==> src/rtl/core/lpl_pkg.sv <==
// Shared types and constants of the lookahead peak limiter.
package lpl_pkg;

  // Configuration port shape
  localparam int unsigned CFG_DATA_W = 17;
  localparam int unsigned CFG_ADDR_W = 2;

  // Register indexes
  typedef enum logic [CFG_ADDR_W-1:0] {
    REG_THRESHOLD = 2'd0,
    REG_ATTACK    = 2'd1,
    REG_RELEASE   = 2'd2,
    REG_LOOKAHEAD = 2'd3
  } cfg_idx_e;

  // Register values after reset
  localparam logic [15:0] THRESHOLD_RST = 16'd32440;
  localparam logic [16:0] ATTACK_RST    = 17'd655;
  localparam logic [16:0] RELEASE_RST   = 17'd32768;
  localparam logic [4:0]  LOOKAHEAD_RST = 5'd0;

  typedef struct packed {
    logic [15:0] threshold;
    logic [16:0] attack_coeff;
    logic [16:0] release_coeff;
    logic [4:0]  lookahead_delay;
  } cfg_t;

  // Unity gain in Q1.16
  localparam logic [16:0] UNITY = 17'h10000;

  // Quotient bits produced by the divider, one per cycle
  localparam int unsigned DIV_STEPS = 16;
  localparam int unsigned DIV_CNT_W = $clog2(DIV_STEPS);

  // Controller states
  typedef enum logic [3:0] {
    S_CLEAR,
    S_IDLE,
    S_RDST,
    S_PEAK,
    S_PADD,
    S_TGT,
    S_DIV,
    S_GMUL,
    S_GADD,
    S_OMUL,
    S_OUT
  } state_e;

  // Datapath commands
  typedef enum logic [3:0] {
    OP_NONE,
    OP_CLEAR,
    OP_LOAD,
    OP_RDST,
    OP_PEAKMUL,
    OP_PEAKADD,
    OP_TGT,
    OP_DIVSTEP,
    OP_GAINMUL,
    OP_GAINADD,
    OP_OUTMUL,
    OP_OUTLOAD
  } dp_op_e;

  // Datapath status towards the controller
  typedef struct packed {
    logic clr_done;
    logic need_div;
    logic div_last;
    logic out_free;
  } dp_sts_t;

endpackage

==> src/rtl/core/lookahead_peak_limiter_top.sv <==
// Top level of the lookahead peak limiter.
// Usage:
//  - Input channel (in_valid_i/in_ready_o) carries one request: a channel index and a
//    Q1.15 sample. Output channel (out_valid_o/out_ready_i) returns the limited sample
//    taken lookahead_delay positions back in that channel's delay line, with its index.
//  - Configuration writes (cfg_we_i, cfg_addr_i, cfg_wdata_i) take effect at once; write
//    only while no request is in flight.
//  - From acceptance to out_valid_o a request passes the states RDST, PEAK, PADD, TGT,
//    GMUL, GADD, OMUL and OUT; the DIV steps are added between TGT and GMUL when a gain
//    target has to be divided out. The restoring divider (one quotient bit per cycle)
//    sets the longer path; the shared multiplier is used three times per request.
//  - A new request is not taken while one is being processed; the next request is taken as
//    soon as the current result sits in the output register.
//  - Reset: configuration returns to its defaults, and a clearing pass over all
//    NUM_CHANNELS*DELAY_MAX entries zeroes the delay store and resets the per-channel peak,
//    gain and write position; in_ready_o stays low during it.
//  - Receiver stall: the result holds in the output register; one further request is
//    processed and then waits until the register is free.
module lookahead_peak_limiter_top #(
  parameter int unsigned NUM_CHANNELS = 8,
  parameter int unsigned DELAY_MAX    = 32
) (
  input  logic                            clk_i,
  input  logic                            rst_ni,
  input  logic                            cfg_we_i,
  input  logic [lpl_pkg::CFG_ADDR_W-1:0]  cfg_addr_i,
  input  logic [lpl_pkg::CFG_DATA_W-1:0]  cfg_wdata_i,
  input  logic                            in_valid_i,
  output logic                            in_ready_o,
  input  logic [2:0]                      chan_i,
  input  logic signed [15:0]              sample_in_i,
  output logic                            out_valid_o,
  input  logic                            out_ready_i,
  output logic [2:0]                      out_chan_o,
  output logic signed [15:0]              sample_out_o
);

  lpl_pkg::cfg_t    cfg;
  lpl_pkg::dp_op_e  op;
  lpl_pkg::dp_sts_t sts;

  lpl_cfg u_cfg (
    .clk_i       (clk_i),
    .rst_ni      (rst_ni),
    .cfg_we_i    (cfg_we_i),
    .cfg_addr_i  (cfg_addr_i),
    .cfg_wdata_i (cfg_wdata_i),
    .cfg_o       (cfg)
  );

  lpl_ctrl u_ctrl (
    .clk_i      (clk_i),
    .rst_ni     (rst_ni),
    .in_valid_i (in_valid_i),
    .in_ready_o (in_ready_o),
    .sts_i      (sts),
    .op_o       (op)
  );

  lpl_dp #(
    .NUM_CHANNELS (NUM_CHANNELS),
    .DELAY_MAX    (DELAY_MAX)
  ) u_dp (
    .clk_i        (clk_i),
    .rst_ni       (rst_ni),
    .cfg_i        (cfg),
    .op_i         (op),
    .sts_o        (sts),
    .chan_i       (chan_i),
    .sample_in_i  (sample_in_i),
    .out_valid_o  (out_valid_o),
    .out_ready_i  (out_ready_i),
    .out_chan_o   (out_chan_o),
    .sample_out_o (sample_out_o)
  );

endmodule

==> src/rtl/core/lpl_cfg.sv <==
// Configuration register file of the lookahead peak limiter.
module lpl_cfg (
  input  logic                             clk_i,
  input  logic                             rst_ni,
  input  logic                             cfg_we_i,
  input  logic [lpl_pkg::CFG_ADDR_W-1:0]   cfg_addr_i,
  input  logic [lpl_pkg::CFG_DATA_W-1:0]   cfg_wdata_i,
  output lpl_pkg::cfg_t                    cfg_o
);

  lpl_pkg::cfg_t cfg_q, cfg_d;

  // Register write decode
  always_comb begin
    cfg_d = cfg_q;
    if (cfg_we_i) begin
      unique case (lpl_pkg::cfg_idx_e'(cfg_addr_i))
        lpl_pkg::REG_THRESHOLD: cfg_d.threshold       = cfg_wdata_i[15:0];
        lpl_pkg::REG_ATTACK:    cfg_d.attack_coeff    = cfg_wdata_i;
        lpl_pkg::REG_RELEASE:   cfg_d.release_coeff   = cfg_wdata_i;
        lpl_pkg::REG_LOOKAHEAD: cfg_d.lookahead_delay = cfg_wdata_i[4:0];
      endcase
    end
  end

  always_ff @(posedge clk_i or negedge rst_ni) begin
    if (!rst_ni) begin
      cfg_q.threshold       <= lpl_pkg::THRESHOLD_RST;
      cfg_q.attack_coeff    <= lpl_pkg::ATTACK_RST;
      cfg_q.release_coeff   <= lpl_pkg::RELEASE_RST;
      cfg_q.lookahead_delay <= lpl_pkg::LOOKAHEAD_RST;
    end else begin
      cfg_q <= cfg_d;
    end
  end

  assign cfg_o = cfg_q;

endmodule

==> src/rtl/core/lpl_ctrl.sv <==
// Sequencing state machine of the lookahead peak limiter.
module lpl_ctrl (
  input  logic              clk_i,
  input  logic              rst_ni,
  input  logic              in_valid_i,
  output logic              in_ready_o,
  input  lpl_pkg::dp_sts_t  sts_i,
  output lpl_pkg::dp_op_e   op_o
);

  lpl_pkg::state_e state_q, state_d;

  // Next state
  always_comb begin
    state_d = state_q;
    unique case (state_q)
      lpl_pkg::S_CLEAR: if (sts_i.clr_done) state_d = lpl_pkg::S_IDLE;
      lpl_pkg::S_IDLE:  if (in_valid_i) state_d = lpl_pkg::S_RDST;
      lpl_pkg::S_RDST:  state_d = lpl_pkg::S_PEAK;
      lpl_pkg::S_PEAK:  state_d = lpl_pkg::S_PADD;
      lpl_pkg::S_PADD:  state_d = lpl_pkg::S_TGT;
      lpl_pkg::S_TGT:   state_d = sts_i.need_div ? lpl_pkg::S_DIV : lpl_pkg::S_GMUL;
      lpl_pkg::S_DIV:   if (sts_i.div_last) state_d = lpl_pkg::S_GMUL;
      lpl_pkg::S_GMUL:  state_d = lpl_pkg::S_GADD;
      lpl_pkg::S_GADD:  state_d = lpl_pkg::S_OMUL;
      lpl_pkg::S_OMUL:  state_d = lpl_pkg::S_OUT;
      lpl_pkg::S_OUT:   if (sts_i.out_free) state_d = lpl_pkg::S_IDLE;
      default:          state_d = lpl_pkg::S_CLEAR;
    endcase
  end

  // Commands to the datapath
  always_comb begin
    in_ready_o = 1'b0;
    op_o       = lpl_pkg::OP_NONE;
    unique case (state_q)
      lpl_pkg::S_CLEAR: op_o = lpl_pkg::OP_CLEAR;
      lpl_pkg::S_IDLE: begin
        in_ready_o = 1'b1;
        if (in_valid_i) op_o = lpl_pkg::OP_LOAD;
      end
      lpl_pkg::S_RDST:  op_o = lpl_pkg::OP_RDST;
      lpl_pkg::S_PEAK:  op_o = lpl_pkg::OP_PEAKMUL;
      lpl_pkg::S_PADD:  op_o = lpl_pkg::OP_PEAKADD;
      lpl_pkg::S_TGT:   op_o = lpl_pkg::OP_TGT;
      lpl_pkg::S_DIV:   op_o = lpl_pkg::OP_DIVSTEP;
      lpl_pkg::S_GMUL:  op_o = lpl_pkg::OP_GAINMUL;
      lpl_pkg::S_GADD:  op_o = lpl_pkg::OP_GAINADD;
      lpl_pkg::S_OMUL:  op_o = lpl_pkg::OP_OUTMUL;
      lpl_pkg::S_OUT:   if (sts_i.out_free) op_o = lpl_pkg::OP_OUTLOAD;
      default:          op_o = lpl_pkg::OP_NONE;
    endcase
  end

  always_ff @(posedge clk_i or negedge rst_ni) begin
    if (!rst_ni) begin
      state_q <= lpl_pkg::S_CLEAR;
    end else begin
      state_q <= state_d;
    end
  end

endmodule

==> src/rtl/core/lpl_dp.sv <==
// Datapath of the lookahead peak limiter: channel state, delay store, multiplier, divider.
module lpl_dp #(
  parameter int unsigned NUM_CHANNELS = 8,
  parameter int unsigned DELAY_MAX    = 32
) (
  input  logic               clk_i,
  input  logic               rst_ni,
  input  lpl_pkg::cfg_t      cfg_i,
  input  lpl_pkg::dp_op_e    op_i,
  output lpl_pkg::dp_sts_t   sts_o,
  input  logic [2:0]         chan_i,
  input  logic signed [15:0] sample_in_i,
  output logic               out_valid_o,
  input  logic               out_ready_i,
  output logic [2:0]         out_chan_o,
  output logic signed [15:0] sample_out_o
);

  localparam int unsigned CW    = (NUM_CHANNELS > 1) ? $clog2(NUM_CHANNELS) : 1;
  localparam int unsigned PW    = (DELAY_MAX > 1) ? $clog2(DELAY_MAX) : 1;
  localparam int unsigned TOTAL = NUM_CHANNELS * DELAY_MAX;
  localparam int unsigned AW    = (TOTAL > 1) ? $clog2(TOTAL) : 1;
  localparam int unsigned LW    = ((PW > 5) ? PW : 5) + 1;

  // Channel index folded into the implemented channels
  function automatic logic [CW-1:0] chan_mod(input logic [2:0] c);
    logic [6:0] v;
    v = {4'b0, c};
    for (int k = 0; k < 8; k++) begin
      if (v >= 7'(NUM_CHANNELS)) v = v - 7'(NUM_CHANNELS);
    end
    return v[CW-1:0];
  endfunction

  // Stores
  logic [15:0]        peak_mem [NUM_CHANNELS];
  logic [16:0]        gain_mem [NUM_CHANNELS];
  logic [PW-1:0]      wp_mem   [NUM_CHANNELS];
  logic signed [15:0] dl_mem   [TOTAL];

  // Registers
  logic [AW-1:0]          clr_q;
  logic                   out_valid_q;
  logic [2:0]             chan_q;
  logic [CW-1:0]          ch_q;
  logic signed [15:0]     x_q;
  logic [15:0]            st_peak_q;
  logic [16:0]            st_gain_q;
  logic [PW-1:0]          st_wp_q;
  logic signed [15:0]     dl_rdata_q;
  logic signed [35:0]     prod_q;
  logic [15:0]            peak_q;
  logic [16:0]            gain_q;
  logic [16:0]            target_q;
  logic [15:0]            rem_q;
  logic [lpl_pkg::DIV_CNT_W-1:0] cnt_q;
  logic [2:0]             out_chan_q;
  logic signed [15:0]     sample_out_q;

  // Coefficients above one act as one
  logic [16:0] ca, cr;
  assign ca = (cfg_i.attack_coeff  > lpl_pkg::UNITY) ? lpl_pkg::UNITY : cfg_i.attack_coeff;
  assign cr = (cfg_i.release_coeff > lpl_pkg::UNITY) ? lpl_pkg::UNITY : cfg_i.release_coeff;

  // Sample magnitude, full scale negative gives 32768
  logic [15:0] mag;
  assign mag = x_q[15] ? (~x_q + 16'd1) : x_q;

  // Lookahead clamped into the store, read position behind the write position
  logic [LW-1:0] la_ext;
  logic [PW-1:0] dly;
  logic [PW:0]   rp_sum, rp_wrap;
  logic [PW-1:0] rp;
  logic [PW-1:0] wp_next;
  always_comb begin
    la_ext  = LW'(cfg_i.lookahead_delay);
    dly     = (la_ext >= LW'(DELAY_MAX)) ? PW'(DELAY_MAX - 1) : la_ext[PW-1:0];
    rp_sum  = {1'b0, st_wp_q} + (PW+1)'(DELAY_MAX) - {1'b0, dly};
    rp_wrap = (rp_sum >= (PW+1)'(DELAY_MAX)) ? (rp_sum - (PW+1)'(DELAY_MAX)) : rp_sum;
    rp      = rp_wrap[PW-1:0];
    wp_next = (st_wp_q == PW'(DELAY_MAX - 1)) ? '0 : st_wp_q + PW'(1);
  end

  logic [AW-1:0] ch_base, dl_waddr, dl_raddr;
  assign ch_base  = AW'(ch_q) * AW'(DELAY_MAX);
  assign dl_waddr = (op_i == lpl_pkg::OP_CLEAR) ? clr_q : ch_base + AW'(st_wp_q);
  assign dl_raddr = ch_base + AW'(rp);

  // Shared multiplier operand select
  logic signed [17:0] mul_a, mul_b;
  always_comb begin
    mul_a = '0;
    mul_b = '0;
    unique case (op_i)
      lpl_pkg::OP_PEAKMUL: begin
        mul_a = $signed({1'b0, (mag > st_peak_q) ? ca : cr});
        mul_b = $signed({2'b0, mag}) - $signed({2'b0, st_peak_q});
      end
      lpl_pkg::OP_GAINMUL: begin
        mul_a = $signed({1'b0, (target_q < st_gain_q) ? ca : cr});
        mul_b = $signed({1'b0, target_q}) - $signed({1'b0, st_gain_q});
      end
      lpl_pkg::OP_OUTMUL: begin
        mul_a = $signed({1'b0, gain_q});
        mul_b = 18'(dl_rdata_q);
      end
      default: begin
        mul_a = '0;
        mul_b = '0;
      end
    endcase
  end

  // Round half up: floor((prod + 32768) / 65536)
  logic signed [35:0] rnd_full;
  logic signed [17:0] rnd;
  logic signed [17:0] peak_sum, gain_sum;
  logic signed [15:0] res_sat;
  always_comb begin
    rnd_full = (prod_q + 36'sd32768) >>> 16;
    rnd      = rnd_full[17:0];
    peak_sum = $signed({2'b0, st_peak_q}) + rnd;
    gain_sum = $signed({1'b0, st_gain_q}) + rnd;
    if (rnd > 18'sd32767)       res_sat = 16'sh7fff;
    else if (rnd < -18'sd32768) res_sat = 16'sh8000;
    else                        res_sat = rnd[15:0];
  end

  // Divider step: one quotient bit of threshold/peak
  logic [16:0] div_t;
  logic        div_ge;
  assign div_t  = {rem_q, 1'b0};
  assign div_ge = div_t >= {1'b0, peak_q};

  // Status
  assign sts_o.clr_done = (clr_q == AW'(TOTAL - 1));
  assign sts_o.need_div = peak_q > cfg_i.threshold;
  assign sts_o.div_last = (cnt_q == '0);
  assign sts_o.out_free = !out_valid_q || out_ready_i;

  // Clearing sweep counter and output valid
  always_ff @(posedge clk_i or negedge rst_ni) begin
    if (!rst_ni) begin
      clr_q       <= '0;
      out_valid_q <= 1'b0;
    end else begin
      if (op_i == lpl_pkg::OP_CLEAR && !sts_o.clr_done) clr_q <= clr_q + AW'(1);
      if (op_i == lpl_pkg::OP_OUTLOAD) out_valid_q <= 1'b1;
      else if (out_ready_i)            out_valid_q <= 1'b0;
    end
  end

  // Channel state store
  always_ff @(posedge clk_i) begin
    if (op_i == lpl_pkg::OP_CLEAR && ({1'b0, clr_q} < (AW+1)'(NUM_CHANNELS))) begin
      peak_mem[clr_q[CW-1:0]] <= '0;
      gain_mem[clr_q[CW-1:0]] <= lpl_pkg::UNITY;
      wp_mem[clr_q[CW-1:0]]   <= '0;
    end else if (op_i == lpl_pkg::OP_GAINADD) begin
      peak_mem[ch_q] <= peak_q;
      gain_mem[ch_q] <= gain_sum[16:0];
      wp_mem[ch_q]   <= wp_next;
    end
    if (op_i == lpl_pkg::OP_RDST) begin
      st_peak_q <= peak_mem[ch_q];
      st_gain_q <= gain_mem[ch_q];
      st_wp_q   <= wp_mem[ch_q];
    end
  end

  // Delay store
  always_ff @(posedge clk_i) begin
    if (op_i == lpl_pkg::OP_CLEAR)        dl_mem[dl_waddr] <= '0;
    else if (op_i == lpl_pkg::OP_PEAKMUL) dl_mem[dl_waddr] <= x_q;
    if (op_i == lpl_pkg::OP_PEAKADD) dl_rdata_q <= dl_mem[dl_raddr];
  end

  // Working registers
  always_ff @(posedge clk_i) begin
    unique case (op_i)
      lpl_pkg::OP_LOAD: begin
        chan_q <= chan_i;
        ch_q   <= chan_mod(chan_i);
        x_q    <= sample_in_i;
      end
      lpl_pkg::OP_PEAKMUL, lpl_pkg::OP_GAINMUL, lpl_pkg::OP_OUTMUL: begin
        prod_q <= mul_a * mul_b;
      end
      lpl_pkg::OP_PEAKADD: peak_q <= peak_sum[15:0];
      lpl_pkg::OP_TGT: begin
        rem_q    <= cfg_i.threshold;
        cnt_q    <= lpl_pkg::DIV_CNT_W'(lpl_pkg::DIV_STEPS - 1);
        target_q <= sts_o.need_div ? 17'd0 : lpl_pkg::UNITY;
      end
      lpl_pkg::OP_DIVSTEP: begin
        rem_q    <= div_ge ? 16'(div_t - {1'b0, peak_q}) : div_t[15:0];
        target_q <= {1'b0, target_q[14:0], div_ge};
        cnt_q    <= cnt_q - lpl_pkg::DIV_CNT_W'(1);
      end
      lpl_pkg::OP_GAINADD: gain_q <= gain_sum[16:0];
      lpl_pkg::OP_OUTLOAD: begin
        out_chan_q   <= chan_q;
        sample_out_q <= res_sat;
      end
      default: ;
    endcase
  end

  assign out_valid_o  = out_valid_q;
  assign out_chan_o   = out_chan_q;
  assign sample_out_o = sample_out_q;

endmodule
==> config.mk <==
export PLATFORM = sky130hd
export DESIGN_NAME = lookahead_peak_limiter_top
export DESIGN_NICKNAME = d
export VERILOG_FILES = /design/src/rtl/core/lpl_pkg.sv /design/src/rtl/core/lookahead_peak_limiter_top.sv /design/src/rtl/core/lpl_cfg.sv /design/src/rtl/core/lpl_ctrl.sv /design/src/rtl/core/lpl_dp.sv
export SDC_FILE = /design/constraint.sdc
export NUM_CORES = 2
export LEC_CHECK = 0
export BUFFER_PORTS_ARGS = -buffer_cell sky130_fd_sc_hd__clkbuf_2
export CAP_MARGIN = 25
export CORE_ASPECT_RATIO = 1.1
export CORE_MARGIN = 8
export CORE_UTILIZATION = 55
export CTS_CLUSTER_DIAMETER = 50
export CTS_CLUSTER_SIZE = 10
export DETAILED_ROUTE_END_ITERATION = 8
export PLACE_DENSITY_LB_ADDON = 0.15
export SYNTH_ARGS = -nofsm -noshare
export SYNTH_HDL_FRONTEND = slang
export SYNTH_MEMORY_MAX_BITS = 65536
export SYNTH_SLANG_ARGS = --single-unit
==> constraint.sdc <==
create_clock -name clk_i -period 12.7 [get_ports clk_i]
set_input_delay 1.905 -clock clk_i [delete_from_list [all_inputs] [get_ports clk_i]]
set_output_delay 1.905 -clock clk_i [all_outputs]
set_load 0.05 [all_outputs]
==> out/summary.txt <==
Initial Util: 0.551
WHS: 0.515 ns
Reg2Reg Depth: 36
chip width: 580 um
die area: 370,000 um2
Worst Max-Slew Pin Slew: 1.22 ns
GRT Util Overall: 0.255
initial antenna violation count: 26
largest net degree at the start of global routing: 193
grt met1 use: 0.348
gpl congestion: 0.937
met3 Use GR: 0.0517
Worst Path Required: 13.47 ns
Routed Antenna Nets: 0
Seq/Total Area, Yosys: 0.723
Slew headroom: 0.189
post-synthesis simple-gate area fraction: 0.0262
clock buffer depth: 4
Synth area leaders: edfxtp_1 71%, mux4_2 17%, fa_1 2.5%, ha_1 1.4%, nor2_1 0.96%
Worst Setup End Kind: register
YS warnings: 0
die height: 637 um
Root Driver: clkbuf_16
final setup fails: 0
static leakage: 71.6 nW
CP startpoint kind: register
Peak Freq: 89.9 MHz
Clock Pin Slew Worst Setup and Hold Paths: 0.05 ns
Avg Cell Area, Syn: 20.9 um2
fraction of final layout cells sized beyond drive strength 1: 0.277
mux cell area share after synthesis: 0.173
CTS H-tree depth: 6
dpl hpwl: 291,000 um
met2 global-route usage: 0.410
hold endpoint: u_cfg.cfg_o[2]
Tmin final: 11.12 ns
Adder-Cell Fraction of Synth Area: 0.0398
internal power: 32.8 mW
Skew-Pair Late Insertion Delay: 1.03 ns
GRT overflow: 0
Pre-antenna DRT Iters: 6
IO Port Bufs: 63
Crit-path slowest cell: a211oi_1
Critical Path Most Common Cell: fa_1
FF-to-FF Start: u_dp.x_q[3]
setup_tns: 0 ns
Syn Nets: 9,740
largest family of logic cells by synthesized area: multiplexers
core box area: 350,000 um2
DR iter-0 viols: 10,600
WHS Path Cells: 1
sw frac: 0.332
critical path startpoint: u_dp.x_q[3]
CTS tree: built
max_cap viols: 0
TritonCTS buffer count: 551
Via Count: 93,600
CTS Hold Bufs: 0
Syn Std Cell Area: 193,000 um2
synth-to-layout area growth: 12.2%
critical path type: reg2reg
Post-CTS Setup Inserts: 0
Tcrit/Tclk final: 0.876
Post-synth EDFFs: 4,581
Data arrival, critical path: 11.90 ns
routed wire length: 475,000 um
leading area contributor after synthesis: edfxtp_1
Pins Over Slew Limit: 0
Clk pwr share: 0.281
R2R Path End: u_dp.prod_q[32]
standard-cell rows: 228
first-pass GRT wire length: 686,000 um
power share of the sequential group: 0.376
FF+latch count, synth: 4,649
Max VDD drop: 282 uV
unrepaired setup endpoints after global routing: false
worst hold path type: reg2reg
status: completed
xor and xnor fraction of the mapped netlist area: 0.00559
Worst Path Max Fanout: 29
Cell Pwr Density: 227 nW/um2
average wire per cell in the routed design: 32.6 um
share of the synthesized area in the top cell type: 0.714
Hold Violations, Final: 0
vias in the first global route: 96,400
async set or reset register ratio after synthesis: 0.0146
reg2reg setup slack: 1.58 ns
post-cts sizing count: 0
Worst Clk Skew: 0.0527 ns
fillers: 23,800
Compound-Gate Fraction of Synth Area: 0.0146
Mapped Cells: 9,231
Max stage delay on crit path: 0.89 ns
vias per inst: 6.42
Top Ports: 64
Logic pwr share: 0.343
P_sw: 16.3 mW
Yosys cell types: 69
Primary FF master, synth: edfxtp_1
global route hottest layer: met2
hold_sp: u_cfg.cfg_o[2]
Nets: 10,300
Clock Sinks: 4,649
DRC: 0
-- cell usage in the layout, fill, tap and decap left out, types with 32 or more instances in the layout --
cell type / count
edfxtp_1: 4581
a21o_1: 40
mux2_2: 82
ha_1: 220
nand3_1: 61
dfrtp_1: 51
and2_1: 59
fa_1: 244
o21ai_0: 115
xnor2_1: 88
clkbuf_16: 558
mux4_2: 1436
nor3_1: 35
buf_4: 401
xor2_1: 32
inv_1: 433
nand2_1: 313
clkbuf_1: 36
a21oi_1: 81
nor2_1: 454
clkbuf_2: 62
-- critical path: cells and delay by family (launching register included) --
family / cells / cell delay (ns)
buffers and inverters: 4 / 0.21
DFF: 1 / 0.48
adders and majority gates: 8 / 3.73
AOI/OAI and AO/OA: 15 / 3.77
xor gates and xnor gates: 1 / 0.11
and+or+nand+nor: 8 / 2.58
-- cell type report --
| class | count | area (um2) | share of cell area |
|---|---|---|---|
| diodes | 11 | 27.5 | 0.000127 |
| clock buffers | 596 | 14100 | 0.0653 |
| clock inverters | 82 | 1060 | 0.00488 |
| inverters | 433 | 1630 | 0.00752 |
| multi-input cells | 3708 | 50400 | 0.233 |
| flip-flops and latches | 4649 | 139000 | 0.644 |
| well taps | 4600 | 5760 | 0.0266 |
| repair buffers | 492 | 3970 | 0.0183 |
-- cells in the mapped netlist (all sizes together), types with 38 or more instances --
| library cell | count |
|---|---|
| edfxtp | 4581 |
| mux4 | 1436 |
| nor2 | 492 |
| inv | 433 |
| nand2 | 329 |
| clkbuf | 325 |
| fa | 245 |
| ha | 221 |
| o21ai | 132 |
| buf | 116 |
| xnor2 | 91 |
| a21oi | 83 |
| mux2 | 82 |
| and2 | 73 |
| nand3 | 61 |
| dfrtp | 51 |
| a21o | 40 |
| nor3 | 38 |
-- cells by family after synthesis --
group / after synthesis
multiplexers: 1534
XOR/XNOR: 123
AO/OA/AOI/OAI: 437
AND/OR/NAND/NOR: 1148
flip-flops: 4649
adder cells (fa/ha/maj): 466
buffers and inverters: 874
-- how the worst max path moves through the flow --
stage | endpoint | slack (ns) | cells past startpoint
5_1_grt | u_dp.prod_q[32] | 0.69 | 36
3_5_place_dp | u_dp.prod_q[32] | 1.68 | 36
6_report | u_dp.prod_q[32] | 1.58 | 36
3_3_place_gp | u_dp.prod_q[32] | 1.65 | 36
4_1_cts | u_dp.prod_q[32] | 1.65 | 36
2_1_floorplan | u_dp.prod_q[26] | 3.07 | 37
-- per-stage QoR --
step	std cells	area (um2)	total power [mW]	worst slack, ns	utilization
floorplan	9231	193000	29.1	3.07	-
global placement	13900	201000	35.4	1.65	0.574
detailed placement	13900	201000	35.6	1.68	0.574
CTS	14500	216000	49.4	1.65	0.617
global route	14600	216000	50.6	0.695	0.618
finish	14600	216000	49.1	1.58	0.618
-- power by group through the flow --
stage / combinational (mW) / clock, mW / sequential [mW]
after floorplan: 10.3 / 0 / 18.8
after global placement: 16.7 / 0 / 18.8
after detailed placement: 16.8 / 0 / 18.8
after CTS: 16.9 / 14.0 / 18.5
after global routing: 17.6 / 14.6 / 18.5
final: 16.8 / 13.8 / 18.5
-- sequential cells by signal, indices dropped and copies added, names as in the netlist, 5 cells and up --
| signal | cells |
|---|---|
| u_cfg.cfg_o | 55 |
| u_dp.clr_q | 8 |
| u_dp.dl_mem | 4096 |
| u_dp.dl_rdata_q | 16 |
| u_dp.gain_mem | 136 |
| u_dp.gain_q | 17 |
| u_dp.peak_mem | 128 |
| u_dp.peak_q | 16 |
| u_dp.prod_q | 19 |
| u_dp.rem_q | 16 |
| u_dp.sample_out_o | 16 |
| u_dp.st_gain_q | 17 |
| u_dp.st_peak_q | 16 |
| u_dp.st_wp_q | 5 |
| u_dp.target_q | 17 |
| u_dp.wp_mem | 40 |
| u_dp.x_q | 16 |
-- per-layer routing --
| metal | wire, um | part of all wire | vias up |
|---|---|---|---|
| li1 | - | - | 38500 |
| met1 | 185000 | 0.39 | 50100 |
| met2 | 229000 | 0.48 | 4066 |
| met3 | 38600 | 0.081 | 881 |
| met4 | 21800 | 0.046 | 14 |
| met5 | 87 | 0.00018 | - |
Note: power is estimated with default switching activity, not from simulation.
